`src/rtl/dds_tcs_pkg.sv`:
```
// Shared types, constants and word builders for the DDS tuning command sequencer.
// No dependencies; imported by every RTL module and the checker.
`default_nettype none

package dds_tcs_pkg;

    // Field widths
    localparam int CLK_W     = 27;
    localparam int FREQ_W    = 27;
    localparam int WAVE_W    = 3;
    localparam int CMD_W     = 2;
    localparam int WORD_W    = 16;
    localparam int STATUS_W  = 2;
    localparam int SLOT_W    = 3;
    localparam int HALF_W    = 14;

    // Default tuning word width
    localparam int TUNING_BITS_DEF = 28;

    // Reset value of the reference clock register
    localparam logic [CLK_W-1:0] CLOCK_RESET = 27'd25000000;

    // Commands
    localparam logic [CMD_W-1:0] CMD_START = 2'd0;
    localparam logic [CMD_W-1:0] CMD_APPLY = 2'd1;
    localparam logic [CMD_W-1:0] CMD_STOP  = 2'd2;

    // Waveforms
    localparam logic [WAVE_W-1:0] WAVE_SINE     = 3'd0;
    localparam logic [WAVE_W-1:0] WAVE_TRIANGLE = 3'd1;
    localparam logic [WAVE_W-1:0] WAVE_SQUARE   = 3'd2;

    // Status codes
    localparam logic [STATUS_W-1:0] STAT_OK        = 2'd0;
    localparam logic [STATUS_W-1:0] STAT_NOT_INIT  = 2'd1;
    localparam logic [STATUS_W-1:0] STAT_BAD_WAVE  = 2'd2;
    localparam logic [STATUS_W-1:0] STAT_ZERO_FREQ = 2'd3;

    // Word slots of an apply sequence
    localparam logic [SLOT_W-1:0] SLOT_CTRL_RST = 3'd0;
    localparam logic [SLOT_W-1:0] SLOT_TW_LO    = 3'd1;
    localparam logic [SLOT_W-1:0] SLOT_TW_HI    = 3'd2;
    localparam logic [SLOT_W-1:0] SLOT_PHASE    = 3'd3;
    localparam logic [SLOT_W-1:0] SLOT_CTRL_END = 3'd4;

    // Synthesizer word constants
    localparam logic [WORD_W-1:0] CTRL_BASE     = 16'h2000;
    localparam logic [WORD_W-1:0] CTRL_RESET    = 16'h0100;
    localparam logic [WORD_W-1:0] CTRL_SAFE_OFF = 16'h21C0;
    localparam logic [WORD_W-1:0] CTRL_TRIANGLE = 16'h0002;
    localparam logic [WORD_W-1:0] CTRL_SQUARE   = 16'h0028;
    localparam logic [WORD_W-1:0] FREQ_TAG      = 16'h4000;
    localparam logic [WORD_W-1:0] PHASE_WORD    = 16'hC000;

    typedef enum logic [1:0] {
        ST_IDLE,
        ST_DIV,
        ST_EMIT
    } state_t;

    // Top to divider
    typedef struct packed {
        logic start;
    } div_ctrl_t;

    // Divider to top
    typedef struct packed {
        logic done;
    } div_stat_t;

    // Build the control word for a waveform, with or without reset
    function automatic logic [WORD_W-1:0] ctrl_word(input logic [WAVE_W-1:0] wave,
                                                   input logic rst);
        logic [WORD_W-1:0] c;
        c = CTRL_BASE;
        if (rst) begin
            c = c | CTRL_RESET;
        end
        if (wave == WAVE_TRIANGLE) begin
            c = c | CTRL_TRIANGLE;
        end else if (wave == WAVE_SQUARE) begin
            c = c | CTRL_SQUARE;
        end
        return c;
    endfunction

endpackage

`default_nettype wire

```
`src/rtl/dds_tcs_div.sv`:
```
// Bit-serial restoring divider for the tuning word: (f*2^(TB+1)+clk) / (2*clk).
// Depends on dds_tcs_pkg; one quotient bit per cycle, keeps the low TB bits.
`default_nettype none

module dds_tcs_div
    import dds_tcs_pkg::*;
#(
    parameter int TUNING_BITS = TUNING_BITS_DEF
) (
    input  wire logic                   aclk,
    input  wire logic                   aresetn,
    input  wire div_ctrl_t              ctrl,
    input  wire logic [FREQ_W-1:0]      freq,
    input  wire logic [CLK_W-1:0]       clk_hz,
    output div_stat_t                   stat,
    output logic [TUNING_BITS-1:0]      quot
);

    // Numerator holds f shifted up by TB+1 plus the rounding term, with one carry bit
    localparam int NUM_W = TUNING_BITS + FREQ_W + 2;
    localparam int CNT_W = $clog2(NUM_W);
    localparam int DIV_W = CLK_W + 1;

    logic [NUM_W-1:0]       num_reg, num_next;
    logic [DIV_W-1:0]       rem_reg, rem_next;
    logic [DIV_W-1:0]       divisor_reg, divisor_next;
    logic [TUNING_BITS-1:0] quot_reg, quot_next;
    logic [CNT_W-1:0]       cnt_reg, cnt_next;
    logic                   busy_reg, busy_next;
    logic                   done_reg, done_next;

    logic [DIV_W:0]         trial;
    logic [DIV_W:0]         diff;
    logic                   ge;

    // Shift the next numerator bit into the partial remainder and compare
    assign trial = {rem_reg, num_reg[NUM_W-1]};
    assign diff  = trial - {1'b0, divisor_reg};
    assign ge    = (trial >= {1'b0, divisor_reg});

    always_comb begin
        num_next     = num_reg;
        rem_next     = rem_reg;
        divisor_next = divisor_reg;
        quot_next    = quot_reg;
        cnt_next     = cnt_reg;
        busy_next    = busy_reg;
        done_next    = 1'b0;
        if (ctrl.start) begin
            // Load numerator and divisor, clear remainder
            num_next     = (NUM_W'(freq) << (TUNING_BITS + 1)) + NUM_W'(clk_hz);
            rem_next     = '0;
            divisor_next = {clk_hz, 1'b0};
            cnt_next     = '0;
            busy_next    = 1'b1;
        end else if (busy_reg) begin
            // Advance one quotient bit
            num_next  = {num_reg[NUM_W-2:0], 1'b0};
            rem_next  = ge ? diff[DIV_W-1:0] : trial[DIV_W-1:0];
            quot_next = {quot_reg[TUNING_BITS-2:0], ge};
            if (cnt_reg == CNT_W'(NUM_W - 1)) begin
                busy_next = 1'b0;
                done_next = 1'b1;
            end else begin
                cnt_next = cnt_reg + 1'b1;
            end
        end
    end

    always_ff @(posedge aclk) begin
        if (!aresetn) begin
            busy_reg <= 1'b0;
            done_reg <= 1'b0;
            cnt_reg  <= '0;
        end else begin
            busy_reg <= busy_next;
            done_reg <= done_next;
            cnt_reg  <= cnt_next;
        end
    end

    always_ff @(posedge aclk) begin
        num_reg     <= num_next;
        rem_reg     <= rem_next;
        divisor_reg <= divisor_next;
        quot_reg    <= quot_next;
    end

    assign stat.done = done_reg;
    assign quot      = quot_reg;

endmodule

`default_nettype wire

```
`src/rtl/dds_tuning_command_sequencer_core.sv`:
```
// Top level of the DDS tuning command sequencer: command decode, word sequencing, output register.
// Depends on dds_tcs_pkg and dds_tcs_div.
//
// Usage:
//   The s_ channel carries one command per transfer (start, apply, stop in s_tuser).
//   The m_ channel returns 16-bit synthesizer words; m_tlast marks the final word of a
//   command and m_tuser carries the word-valid flag and the status code. An error gives
//   a single transfer with zero data, word-valid low and the status code.
//   cfg_we/cfg_wdata write the reference clock in hertz (a value of zero acts as one).
// Sequencing:
//   Start, stop and errors: the transfer moves the state to ST_EMIT, which loads the word
//   into the output register, and the next command is taken once the state is back in ST_IDLE.
//   Apply: the tuning word comes from a restoring divider that yields one quotient bit
//   per cycle; the state waits in ST_DIV until the divider is done, then ST_EMIT loads the
//   five words into the output register in turn; the next command is taken after the last.
//   One command is in work at a time; s_tready is high only between commands, and a
//   finished last word may still wait in the output register while the next is taken.
// Reset: clears the initialized flag, sets the clock to 25 MHz and empties the output.
// Stall: while m_tready is low the output word holds and the sequence waits.
`default_nettype none

module dds_tuning_command_sequencer_core
    import dds_tcs_pkg::*;
#(
    parameter int TUNING_BITS = TUNING_BITS_DEF
) (
    input  wire logic              aclk,
    input  wire logic              aresetn,
    // Configuration
    input  wire logic              cfg_we,
    input  wire logic [CLK_W-1:0]  cfg_wdata,
    // Command channel
    input  wire logic              s_tvalid,
    output logic                   s_tready,
    input  wire logic [31:0]       s_tdata,   // [26:0] frequency_hz, [29:27] waveform, [31:30] 0
    input  wire logic [1:0]        s_tuser,   // [1:0] command
    // Word channel
    output logic                   m_tvalid,
    input  wire logic              m_tready,
    output logic [15:0]            m_tdata,   // [15:0] spi_word
    output logic                   m_tlast,
    output logic [2:0]             m_tuser    // [0] word_valid, [2:1] status
);

    state_t                 state_reg, state_next;
    logic                   init_reg, init_next;
    logic [CLK_W-1:0]       clock_reg;

    logic                   single_reg, single_next;
    logic [WORD_W-1:0]      pend_word_reg, pend_word_next;
    logic                   pend_valid_reg, pend_valid_next;
    logic [STATUS_W-1:0]    pend_status_reg, pend_status_next;
    logic [WAVE_W-1:0]      wave_reg, wave_next;
    logic [SLOT_W-1:0]      slot_reg, slot_next;

    logic                   out_valid_reg, out_valid_next;
    logic [WORD_W-1:0]      out_word_reg, out_word_next;
    logic                   out_wvalid_reg, out_wvalid_next;
    logic                   out_last_reg, out_last_next;
    logic [STATUS_W-1:0]    out_status_reg, out_status_next;

    logic [CMD_W-1:0]       s_cmd;
    logic [FREQ_W-1:0]      s_freq;
    logic [WAVE_W-1:0]      s_wave;
    logic                   s_xfer;
    logic                   apply_ok;
    logic                   single_go;
    logic [WORD_W-1:0]      dec_word;
    logic                   dec_valid;
    logic [STATUS_W-1:0]    dec_status;

    logic [CLK_W-1:0]       clk_eff;
    div_ctrl_t              div_ctrl;
    div_stat_t              div_stat;
    logic [TUNING_BITS-1:0] quot;
    logic [TUNING_BITS+27:0] tw_ext;

    logic                   out_free;
    logic                   emit_load;
    logic [WORD_W-1:0]      emit_word;
    logic                   emit_last;

    // Unpack the command transfer
    assign s_cmd  = s_tuser[1:0];
    assign s_freq = s_tdata[26:0];
    assign s_wave = s_tdata[29:27];
    assign s_xfer = s_tvalid && s_tready;

    // Zero clock acts as one
    assign clk_eff = (clock_reg == '0) ? CLK_W'(1) : clock_reg;

    // Decode the command into a single result or a divide
    always_comb begin
        apply_ok   = (s_cmd == CMD_APPLY) && init_reg && (s_wave <= WAVE_SQUARE)
                     && (s_freq != '0);
        single_go  = (s_cmd == CMD_START) || (s_cmd == CMD_STOP)
                     || ((s_cmd == CMD_APPLY) && !apply_ok);
        dec_word   = CTRL_SAFE_OFF;
        dec_valid  = 1'b1;
        dec_status = STAT_OK;
        priority if (s_cmd == CMD_START) begin
            dec_word = CTRL_SAFE_OFF;
        end else if (!init_reg) begin
            dec_word   = '0;
            dec_valid  = 1'b0;
            dec_status = STAT_NOT_INIT;
        end else if (s_cmd == CMD_STOP) begin
            dec_word = CTRL_SAFE_OFF;
        end else if (s_wave > WAVE_SQUARE) begin
            dec_word   = '0;
            dec_valid  = 1'b0;
            dec_status = STAT_BAD_WAVE;
        end else begin
            dec_word   = '0;
            dec_valid  = 1'b0;
            dec_status = STAT_ZERO_FREQ;
        end
    end

    // Tuning word halves, zero-extended so narrow tuning widths still fill both
    assign tw_ext = {28'd0, quot};

    // Select the word for the current slot
    always_comb begin
        unique case (slot_reg)
            SLOT_CTRL_RST: emit_word = ctrl_word(wave_reg, 1'b1);
            SLOT_TW_LO:    emit_word = FREQ_TAG | {2'b00, tw_ext[HALF_W-1:0]};
            SLOT_TW_HI:    emit_word = FREQ_TAG | {2'b00, tw_ext[2*HALF_W-1:HALF_W]};
            SLOT_PHASE:    emit_word = PHASE_WORD;
            SLOT_CTRL_END: emit_word = ctrl_word(wave_reg, 1'b0);
            default:       emit_word = '0;
        endcase
        if (single_reg) begin
            emit_word = pend_word_reg;
        end
        emit_last = single_reg || (slot_reg == SLOT_CTRL_END);
    end

    assign out_free = !out_valid_reg || m_tready;

    // Next state
    always_comb begin
        state_next = state_reg;
        unique case (state_reg)
            ST_IDLE: begin
                if (s_xfer && apply_ok) begin
                    state_next = ST_DIV;
                end else if (s_xfer && single_go) begin
                    state_next = ST_EMIT;
                end
            end
            ST_DIV: begin
                if (div_stat.done) begin
                    state_next = ST_EMIT;
                end
            end
            ST_EMIT: begin
                if (out_free && emit_last) begin
                    state_next = ST_IDLE;
                end
            end
            default: state_next = ST_IDLE;
        endcase
    end

    // State outputs
    always_comb begin
        s_tready       = (state_reg == ST_IDLE);
        div_ctrl.start = (state_reg == ST_IDLE) && s_xfer && apply_ok;
        emit_load      = (state_reg == ST_EMIT) && out_free;
    end

    // Command context and output register updates
    always_comb begin
        init_next        = init_reg;
        single_next      = single_reg;
        pend_word_next   = pend_word_reg;
        pend_valid_next  = pend_valid_reg;
        pend_status_next = pend_status_reg;
        wave_next        = wave_reg;
        slot_next        = slot_reg;
        out_valid_next   = out_valid_reg;
        out_word_next    = out_word_reg;
        out_wvalid_next  = out_wvalid_reg;
        out_last_next    = out_last_reg;
        out_status_next  = out_status_reg;

        // Drop the output word once it is taken
        if (out_valid_reg && m_tready) begin
            out_valid_next = 1'b0;
        end

        // Capture a new command
        if (s_xfer) begin
            if (s_cmd == CMD_START) begin
                init_next = 1'b1;
            end
            single_next      = !apply_ok;
            pend_word_next   = dec_word;
            pend_valid_next  = dec_valid;
            pend_status_next = dec_status;
            wave_next        = s_wave;
            slot_next        = SLOT_CTRL_RST;
        end

        // Load the next word into the output register
        if (emit_load) begin
            out_valid_next  = 1'b1;
            out_word_next   = emit_word;
            out_wvalid_next = single_reg ? pend_valid_reg : 1'b1;
            out_status_next = single_reg ? pend_status_reg : STAT_OK;
            out_last_next   = emit_last;
            slot_next       = slot_reg + 1'b1;
        end
    end

    always_ff @(posedge aclk) begin
        if (!aresetn) begin
            state_reg     <= ST_IDLE;
            init_reg      <= 1'b0;
            out_valid_reg <= 1'b0;
            single_reg    <= 1'b1;
            slot_reg      <= SLOT_CTRL_RST;
        end else begin
            state_reg     <= state_next;
            init_reg      <= init_next;
            out_valid_reg <= out_valid_next;
            single_reg    <= single_next;
            slot_reg      <= slot_next;
        end
    end

    // Reference clock register
    always_ff @(posedge aclk) begin
        if (!aresetn) begin
            clock_reg <= CLOCK_RESET;
        end else if (cfg_we) begin
            clock_reg <= cfg_wdata;
        end
    end

    always_ff @(posedge aclk) begin
        pend_word_reg   <= pend_word_next;
        pend_valid_reg  <= pend_valid_next;
        pend_status_reg <= pend_status_next;
        wave_reg        <= wave_next;
        out_word_reg    <= out_word_next;
        out_wvalid_reg  <= out_wvalid_next;
        out_last_reg    <= out_last_next;
        out_status_reg  <= out_status_next;
    end

    dds_tcs_div #(
        .TUNING_BITS(TUNING_BITS)
    ) u_div (
        .aclk    (aclk),
        .aresetn (aresetn),
        .ctrl    (div_ctrl),
        .freq    (s_freq),
        .clk_hz  (clk_eff),
        .stat    (div_stat),
        .quot    (quot)
    );

    assign m_tvalid = out_valid_reg;
    assign m_tdata  = out_word_reg;
    assign m_tlast  = out_last_reg;
    assign m_tuser  = {out_status_reg, out_wvalid_reg};

endmodule

`default_nettype wire

```
`config.mk`:
```
export PLATFORM = sky130hd
export DESIGN_NAME = dds_tuning_command_sequencer_core
export DESIGN_NICKNAME = d
export VERILOG_FILES = /design/src/rtl/dds_tcs_pkg.sv /design/src/rtl/dds_tcs_div.sv /design/src/rtl/dds_tuning_command_sequencer_core.sv
export SDC_FILE = /design/constraint.sdc
export NUM_CORES = 1
export LEC_CHECK = 0
export BUFFER_PORTS_ARGS = -buffer_cell sky130_fd_sc_hd__buf_2
export CORE_MARGIN = 3
export CORE_UTILIZATION = 50
export DETAILED_ROUTE_END_ITERATION = 7
export PLACE_DENSITY_LB_ADDON = 0.08
export SETUP_SLACK_MARGIN = 0.02
export SLEW_MARGIN = 40
export SYNTH_ARGS = -nofsm -noshare
export SYNTH_HDL_FRONTEND = slang
export SYNTH_SLANG_ARGS = --single-unit
```
`constraint.sdc`:
```
create_clock -name aclk -period 4.6 [get_ports aclk]
set_input_delay 0.46 -clock aclk [delete_from_list [all_inputs] [get_ports aclk]]
set_output_delay 0.46 -clock aclk [all_outputs]
set_load 0.05 [all_outputs]
```
-- Yosys cells after proc, flatten, opt, wreduce, memory -nomap -nowiden
Index checks and enable logic that the tools add are counted.
- logic and storage cells: 113
- flip-flop bits (word level): 225
- bits in read-only memories: 0
- latch bits: 0
- input port bits: 66
- output and inout bits: 22
- memories: 0
- RAM bits: 0
- bitwise logic cells: 5
- $lt $le $gt $ge: 3
- div/mod/pow operators: 0
- mux-type cells: 30
- reductions and logical operators: 34
- add/subtract/negate cells: 4
- shift operators: 0
- $mul: 0
- equality and inequality tests: 14
- operators with widths (operator ; number):
    two-way mux 57 bit ; 2
    one-hot mux 16 bit (5 select lines) ; 1
    adder 56 x 27 -> 57 bit ; 1
    greater-or-equal comparator 29 x 28 -> 1 bit ; 1
    two-way mux 14 bit ; 2
    two-way mux 28 bit ; 1
    subtractor 28 bit ; 1
    zero test 27 bit ; 1
    two-way mux 27 bit ; 1
    nonzero test 27 bit ; 1
    two-way mux 6 bit ; 4
    two-way mux 16 bit ; 1
    logical AND 1 bit ; 12
    two-way mux 1 bit ; 11
    equality test 3 x 2 -> 1 bit (second input constant) ; 3
    two-way mux 2 bit ; 4
    adder 6 x 1 -> 6 bit (second input constant) ; 1
    equality test 3 x 1 -> 1 bit (second input constant) ; 2
    equality test 6 bit (second input constant) ; 1
    two-way mux 3 bit ; 2
    one-hot mux 2 bit (3 select lines) ; 1
    AND reduction 2 bit ; 3
    nonzero test 2 bit ; 3
    OR reduction 3 bit ; 2
    16 further kinds ; 28

-- Logic depth before layout (Yosys ltp)
Gate-level depths: netlist of run 1.
- depth after elaboration: 11
- mapped depth: 14
- mapped depth without buffers: 13

-- By module
From an unflattened synthesis of run 1, not the netlist that was laid out.
- cell total of the unflattened synthesis: 848
- area, all modules: 10044.6 µm²
- by module, submodules not included (module ; cells an instance ; instances ; area each (µm²) ; seq. area each (µm²)):
    dds_tcs_div ; 585 ; 1 ; 7224.4 ; 4083.9
    dds_tuning_command_sequencer_core ; 263 ; 1 ; 2820.2 ; 1481.4

-- Worst setup path before layout of run 1
No wires, ideal clock.
- path type: flip-flop to flip-flop
- from: register state_reg[1]
- to: register u_div.num_reg[0] (enable)
- data required time: 4.184 ns
- setup slack: 1.019 ns
- arrival time: 3.165 ns
- period minus slack after synthesis: 3.581 ns
- path buffers: 2
- cell stages (with the launch flop): 7
- library setup time: 0.416 ns
- cell sequence: dfxtp_1 nor2_1 nand2_1 or2_2 clkbuf_1 clkbuf_1 nand2_1
- word-level cells in the longest chain between the ends: 5
- ends and longest elaborated chain (element ; line ; source):
    start, declared ; dds_tuning_command_sequencer_core.sv:45 ; state_t state_reg, state_next;
    start signal, assigned ; dds_tuning_command_sequencer_core.sv:225 ; state_reg <= state_next;
    zero test 2 bit (*) ; dds_tuning_command_sequencer_core.sv:168 ; s_tready = (state_reg == ST_IDLE);
    net s_tready ; dds_tuning_command_sequencer_core.sv:34 ; output logic s_tready,
    logical AND 1 bit ; dds_tuning_command_sequencer_core.sv:87 ; assign s_xfer = s_tvalid && s_tready;
    logical AND 1 bit (*) (2 in series) ; dds_tuning_command_sequencer_core.sv:169 ; div_ctrl.start = (state_reg == ST_IDLE) && s_xfer && apply_ok;
    nonzero test 2 bit (no source line) (*) ; n/a ;
    end signal, assigned ; dds_tcs_div.sv:83 ; num_reg <= num_next;
    end, declared ; dds_tcs_div.sv:24 ; logic [NUM_W-1:0] num_reg, num_next;
The timed path passes the listed nets; every way through them passes the cells marked *.
A chain may end at the register's enable or synchronous reset.

-- Worst setup path after layout of run 1
- from: register u_div.rem_reg[0]
- to: register u_div.rem_reg[26]
- word-level cells in the longest chain between the ends: 2
- elaborated cells between the ends (all ways): 3
- classes of those cells: 1 x add/sub; 1 x order compare; 1 x mux
- ends and longest elaborated chain (element ; line ; source):
    start, declared ; dds_tcs_div.sv:25 ; logic [DIV_W-1:0] rem_reg, rem_next;
    start signal, assigned ; dds_tcs_div.sv:84 ; rem_reg <= rem_next;
    subtractor 28 bit / greater-or-equal comparator 29 x 28 -> 1 bit (equally long branches) ; dds_tcs_div.sv:38, dds_tcs_div.sv:39 ;
    two-way mux 28 bit (*) ; dds_tcs_div.sv:59 ; rem_next = ge ? diff[DIV_W-1:0] : trial[DIV_W-1:0];
Mark *: on every way between the ends. The rest lies on a longest branch, timed or not.

==> results_dict.tcl, run 1 <==
set metrics [dict create \
    grt_pass1_vias 6690 \
    critPathLaunchType "flip-flop" \
    outcome "complete, no violations" \
    min_path_cells 1 \
    synth-edff-count 138 \
    worstMarginPinSlew_ns 0.7984 \
    fmax_mhz 294.5 \
    cp.required_ns 5.03 \
    numClockSinks 209 \
    postRouteAntennaNets 0 \
    n_fill_cell 1738 \
    finalSetupViolations 0 \
    timing.final.crit_share 0.7382 \
    vias 6930 \
    largest_reg_flops 57 \
    mostFrequentLayoutCells "212 x nand2_1, 138 x edfxtp_1, 85 x buf_2" \
    maxCapViolCount 0 \
    clock-root-buffer "clkbuf_16" \
    antenna_found_initial 0 \
    endpoint_kind "flip-flop" \
    layout_commonest_cell "nand2_1" \
    syn_area_per_cell_um2 10.27 \
    fin_nets 1121 \
    crit_type "flip-flop to flip-flop" \
    rr_worst_depth 13 \
    area_growth_pct 12.71 \
    antenna_cells 0 \
    hp-class "input pin to flip-flop" \
    syn-cell-area_mm2 0.009982 \
    holdBufCountCts 0 \
    track_usage 0.1870 \
    placed_area_mm2 0.01054 \
    yosysWarnings 0 \
    grt_max_degree 72 \
    p_per_area_mw_per_mm2 456.2 \
    leakagePower_nw 4.573 \
    wirelength_um 20410 \
    first_pass_iters 5 \
    fin_crit_ns 3.396 \
    drive_above_1_share 0.1446 \
    fin_hold_ws_ns 0.1324 \
    max-slew-margin-rel 0.4677 \
    post_cts_buffers 0 \
    ys_seq_area_frac 0.5575 \
    slew_violations 0 \
    final_area_mm2 0.01125 \
    die_y_um 147.3 \
    clkTransAtPathRegs_ns 0.06 \
    synth_flop_cell "edfxtp_1" \
    cts_resized 0 \
    finClkSkew_ns 0.008766 \
    via_per_inst 5.323 \
    setup_tns_ns 0 \
    grt_pass1_wl_um 33760 \
    final_core_util 0.5762 \
    drt-wirelength-per-cell_um 15.68 \
    ir_drop_uv 336.4 \
    ioPinCount 88 \
    overflow 0 \
    rows 51 \
    tritoncts "yes" \
    dpl_worst_slack_ns 1.240 \
    clock_latency_ns 0.52 \
    dieWidth_um 147.3 \
    synthCells 972 \
    place_congestion 0.8377 \
    drc 0 \
    ys_ff_latch 209 \
    cp_max_fo 24 \
    dieArea_mm2 0.02170 \
    port_buffers 85 \
    rsz0062_at_grt "no" \
    clockBufferDepth 3 \
    drt-initial-drc-count 541 \
    finalHoldViolCount 0 \
    worst_slack_ns 1.204 \
    arrival_ns 3.83 \
    numCtsBuffers 23 \
    ys_async_sr_fraction 0 \
    initial_core_util 0.5112 \
    postSynthNetCount 1073 \
    core_region_area_mm2 0.01953 \
    cts_htree_levels 1 \
    dp_hpwl_um 13650 \
    yosysUniqueCellTypes 67 \
]
==> layout make-up <==
type / count / area, um2 / share of cell area
tap: 265 / 331.6 / 0.02947
timing repair buffer: 90 / 475.5 / 0.04226
inverter: 48 / 183.9 / 0.01635
clock buffer: 26 / 586.8 / 0.05216
clock inverter: 16 / 122.6 / 0.01090
multi-input combinational: 648 / 3985 / 0.3542
sequential: 209 / 5565 / 0.4947
==> cell usage after synthesis, types with 4 or more instances <==
cell / n / area, um2
nand2_1: 213 / 799.5
edfxtp_1: 138 / 4144
dfxtp_1: 71 / 1421
clkbuf_1: 58 / 217.7
nor2_1: 50 / 187.7
inv_1: 46 / 172.7
mux2i_1: 44 / 440.4
a21oi_1: 35 / 175.2
ha_1: 34 / 425.4
o21ai_0: 34 / 170.2
nor2b_1: 26 / 162.7
a211oi_1: 21 / 157.7
xnor2_1: 16 / 140.1
nor4_1: 15 / 93.84
nand3_1: 13 / 65.06
a22oi_1: 12 / 90.09
nand2b_1: 10 / 62.56
a21o_1: 9 / 67.56
and2_1: 9 / 56.30
nor3_1: 8 / 40.04
xor2_1: 8 / 70.07
and3_1: 7 / 43.79
nand4_1: 7 / 43.79
o31ai_1: 7 / 52.55
a21boi_0: 6 / 45.04
o21a_1: 6 / 45.04
o211ai_1: 5 / 37.54
a221oi_1: 4 / 35.03
o21bai_1: 4 / 30.03
or3_1: 4 / 25.02
==> worst paths after layout <==
path	endpoint	from	slack, ns
min reg2reg	u_div.quot[21]	u_div.quot[20]	0.45
max	u_div.rem_reg[26]	u_div.rem_reg[0]	1.20
max reg2reg	u_div.rem_reg[26]	u_div.rem_reg[0]	1.20
min	wave_reg[0]	s_tdata[27]	0.13
==> stage by stage <==
stage          instances  total power, mW
2_1_floorplan        972            3.187
3_3_place_gp        1260            3.412
4_1_cts             1302            5.167
3_5_place_dp        1260            3.422
5_1_grt             1302            5.390
6_report            1302            5.132
==> cell families (layout without fill, tap and decap cells) <==
kind of cell,Yosys count,count (layout),synth area share
multiplexers,47,47,0.04751
AND/OR/NAND/NOR,371,371,0.1658
AO/OA/AOI/OAI,171,171,0.1180
adder cells (fa/ha/maj),35,35,0.04462
flip-flops,209,209,0.5575
XOR/XNOR,24,24,0.02106
buffers and inverters,115,180,0.04550
==> critical path, stage by stage (launching register included) <==
cell and delay [ns]:
dfxtp_1 0.32, inv_1 0.06, ha_1 0.14, inv_1 0.05
fa_1 0.41, a21oi_1 0.20, o2bb2ai_1 0.12, o31ai_2 0.29
a21o_2 0.24, a21boi_4 0.10, a21oi_4 0.42, inv_4 0.26
a311o_1 0.43, a221oi_2 0.26
==> power by group <==
part,switching (mW),internal (mW)
clock network,0.748,0.983
registers,0.0977,2.11
logic,0.692,0.499
total,1.54,3.60
==> layer usage <==
metal / routed length (um) / global-route usage
met5: 0 / 0
met4: 363 / 0.03961
met3: 798 / 0.02406
met2: 8779 / 0.2827
met1: 10470 / 0.2908
Power figures use the tool's default switching activity.
==> run 2: changes to the inputs <==
ABC_AREA = 1   (was not set)
clock period = 3.5 ns   (was 4.6 ns; I/O delays follow)
==> run 2 against run 1 <==
Net effect: final area grew 5.9%; clock-buffer cell count grew 8; sequential share of layout area decreased by 2.8 points; combinational power fell by 66%; clock power is 47% higher; largest cell class unchanged; largest power group unchanged.
==> results_dict.tcl, run 2 <==
set metrics [dict create \
    fin_nets 1433 \
    synthCells 1274 \
    overflow 0 \
    core_region_area_mm2 0.02043 \
    grt_pass1_wl_um 37460 \
    clock-root-buffer "clkbuf_16" \
    wl_met1_um 11300 \
    final_cell_count_no_fill 1620 \
    die_y_um 151.0 \
    via_per_inst 4.994 \
    hp-class "input pin to flip-flop" \
    mostFrequentLayoutCells "429 x nand2_1, 157 x inv_1, 138 x edfxtp_1" \
    place_congestion 0.9311 \
    drt-wirelength-per-cell_um 14.15 \
    crit_chain "ha_1 > inv_1 > fa_1 > nand3_1 > nand3_1 > nand3_1 > nand3_2 > nand3b_4 > nand2_8 > nand3_1 > nand3_1 > nand2_1" \
    clkTransAtPathRegs_ns 0.06 \
    timing.final.crit_share 0.7580 \
    dieArea_mm2 0.02281 \
    fmax_mhz 376.9 \
    critPathLaunchType "flip-flop" \
    setup_tns_ns 0 \
    r2r-start "u_div.divisor_reg[1]" \
    dp_hpwl_um 16180 \
    track_usage 0.2045 \
    power_mw 5.680 \
    cp_top_family "simple AND/OR/NAND/NOR gates" \
    rsz0062_at_grt "no" \
    ir_drop_uv 343.8 \
    first_pass_iters 5 \
    tritoncts "yes" \
    worstMarginPinSlew_ns 0.7804 \
    cp.required_ns 3.90 \
    critical-path-max-stage-delay_ns 0.37 \
    synth-edff-count 138 \
    final_core_util 0.5835 \
    crit_type "flip-flop to flip-flop" \
    numCtsBuffers 24 \
    max-slew-margin-rel 0.4765 \
    synthTopCellsByArea "edfxtp_1 39%, nand2_1 15%, dfxtp_1 14%" \
    placed_area_mm2 0.01107 \
    dieWidth_um 151.0 \
    layout_commonest_cell "nand2_1" \
    worst_slack_ns 0.8471 \
    postSynthNetCount 1375 \
    syn-cell-area_mm2 0.01052 \
    port_buffers 85 \
    endpoint_kind "flip-flop" \
    wl_met3_um 1286 \
    largest_reg_flops 57 \
    fin_hold_ws_ns 0.04701 \
    grt_max_degree 82 \
    drt-initial-drc-count 532 \
    drive_above_1_share 0.1215 \
    final_area_mm2 0.01192 \
    grt_pass1_vias 7437 \
    dpl_worst_slack_ns 0.8806 \
    outcome "complete, no violations" \
    antenna_cells 0 \
    slowest_stage "edfxtp_1" \
    yosysMostFrequentCell "nand2_1" \
    numClockSinks 209 \
    vias 8090 \
    yosysUniqueCellTypes 43 \
    wirelength_um 22930 \
    cts_htree_levels 1 \
    cp-startpoint "u_div.divisor_reg[1]" \
    ioPinCount 88 \
    fin_crit_ns 2.653 \
    yosysWarnings 0 \
    antenna_found_initial 1 \
    drc 0 \
    syn_area_per_cell_um2 8.254 \
    dp.cells 1573 \
    leakagePower_nw 5.455 \
    area_growth_pct 13.36 \
    p_per_area_mw_per_mm2 476.5 \
    postRouteAntennaNets 0 \
    initial_core_util 0.5147 \
    arrival_ns 3.05 \
    finalSetupViolations 0 \
    worstHoldStart "cfg_wdata[6]" \
    clock_latency_ns 0.53 \
    yosysTopAreaCell "edfxtp_1" \
    synth_top_area_frac 0.3941 \
    crit_top_cell "nand3_1" \
    synth_common_cells "430 x nand2_1, 159 x inv_1, 138 x edfxtp_1" \
    synth_flop_cell "edfxtp_1" \
    wl_met2_um 10050 \
    slew_violations 0 \
    rows 52 \
    clockBufferDepth 3 \
    ys_async_sr_fraction 0 \
    path_buf_inv 1 \
    cts_resized 0 \
    ys_seq_area_frac 0.5293 \
    cp_max_fo 35 \
    finClkSkew_ns 0.02289 \
    dr.max_layer_used "met5" \
    maxCapViolCount 0 \
    finalHoldViolCount 0 \
    ys_ff_latch 209 \
]
## run 2: changes by cell type in the layout (fill, tap and decap cells not counted), sizes merged, moves of 12 or more
cell,delta
a211oi,-22
a21oi,+22
a22oi,-12
inv,+121
mux2i,-44
nand2,+221
nand3,+61
nand3b,+17
nor2,+35
nor2b,-26
o21ai,+26
## run 2: worst paths after layout
path	cells after the start	end	slack [ns]
worst min-delay path	3	clock_reg[6]	0.05
worst max-delay path	12	u_div.rem_reg[16]	0.85
worst min register to register	0	u_div.divisor_reg[8]	0.42
worst max register to register	12	u_div.rem_reg[16]	0.85
## run 2: power by group
group / total [mW] / internal (mW) / switching, mW
clock: 2.54 / 1.55 / 0.998
combinational: 0.402 / 0.114 / 0.288
sequential: 2.73 / 2.70 / 0.0353
total: 5.68 / 4.36 / 1.32
## run 2: repair_timing
item                      4_1_cts  5_1_grt
hold buffers                    3        0
hold endpoints to repair        3        0
setup buffers                   0        0
## run 2: kinds of logic after synthesis
family                     count (synthesis)  share of synthesized area
AOI/OAI and AO/OA                        138                    0.07092
and+or+nand+nor                          640                     0.2563
adders and majority gates                 35                    0.04236
buffers and inverters                    240                    0.09115
DFF                                      209                     0.5293
xor gates and xnor gates                  12                   0.009995
## run 2: worst register-to-register path, stage by stage (launching register included)
cell and delay, ns:
edfxtp_1 0.37, ha_1 0.21, inv_1 0.13, fa_1 0.28, nand3_1 0.10, nand3_1 0.17
nand3_1 0.12, nand3_2 0.14, nand3b_4 0.30, nand2_8 0.34, nand3_1 0.21, nand3_1 0.12
nand2_1 0.06
## run 2: final cells by class
type                    instances  area (um2)
inverters                     177       664.4
flip-flops and latches        209        5565
multi-input cells             825        4001
fillers                      1905        8509
well taps                     270       337.8
clock inverters                10       118.9
repair buffers                 95       533.0
clock buffers                  34       699.4
## run 2: per-layer routing
metal	track usage	vias up
met5	0	-
met4	0.04306	2
met3	0.03471	23
met2	0.3150	164
met1	0.3058	3705
li1	-	4196
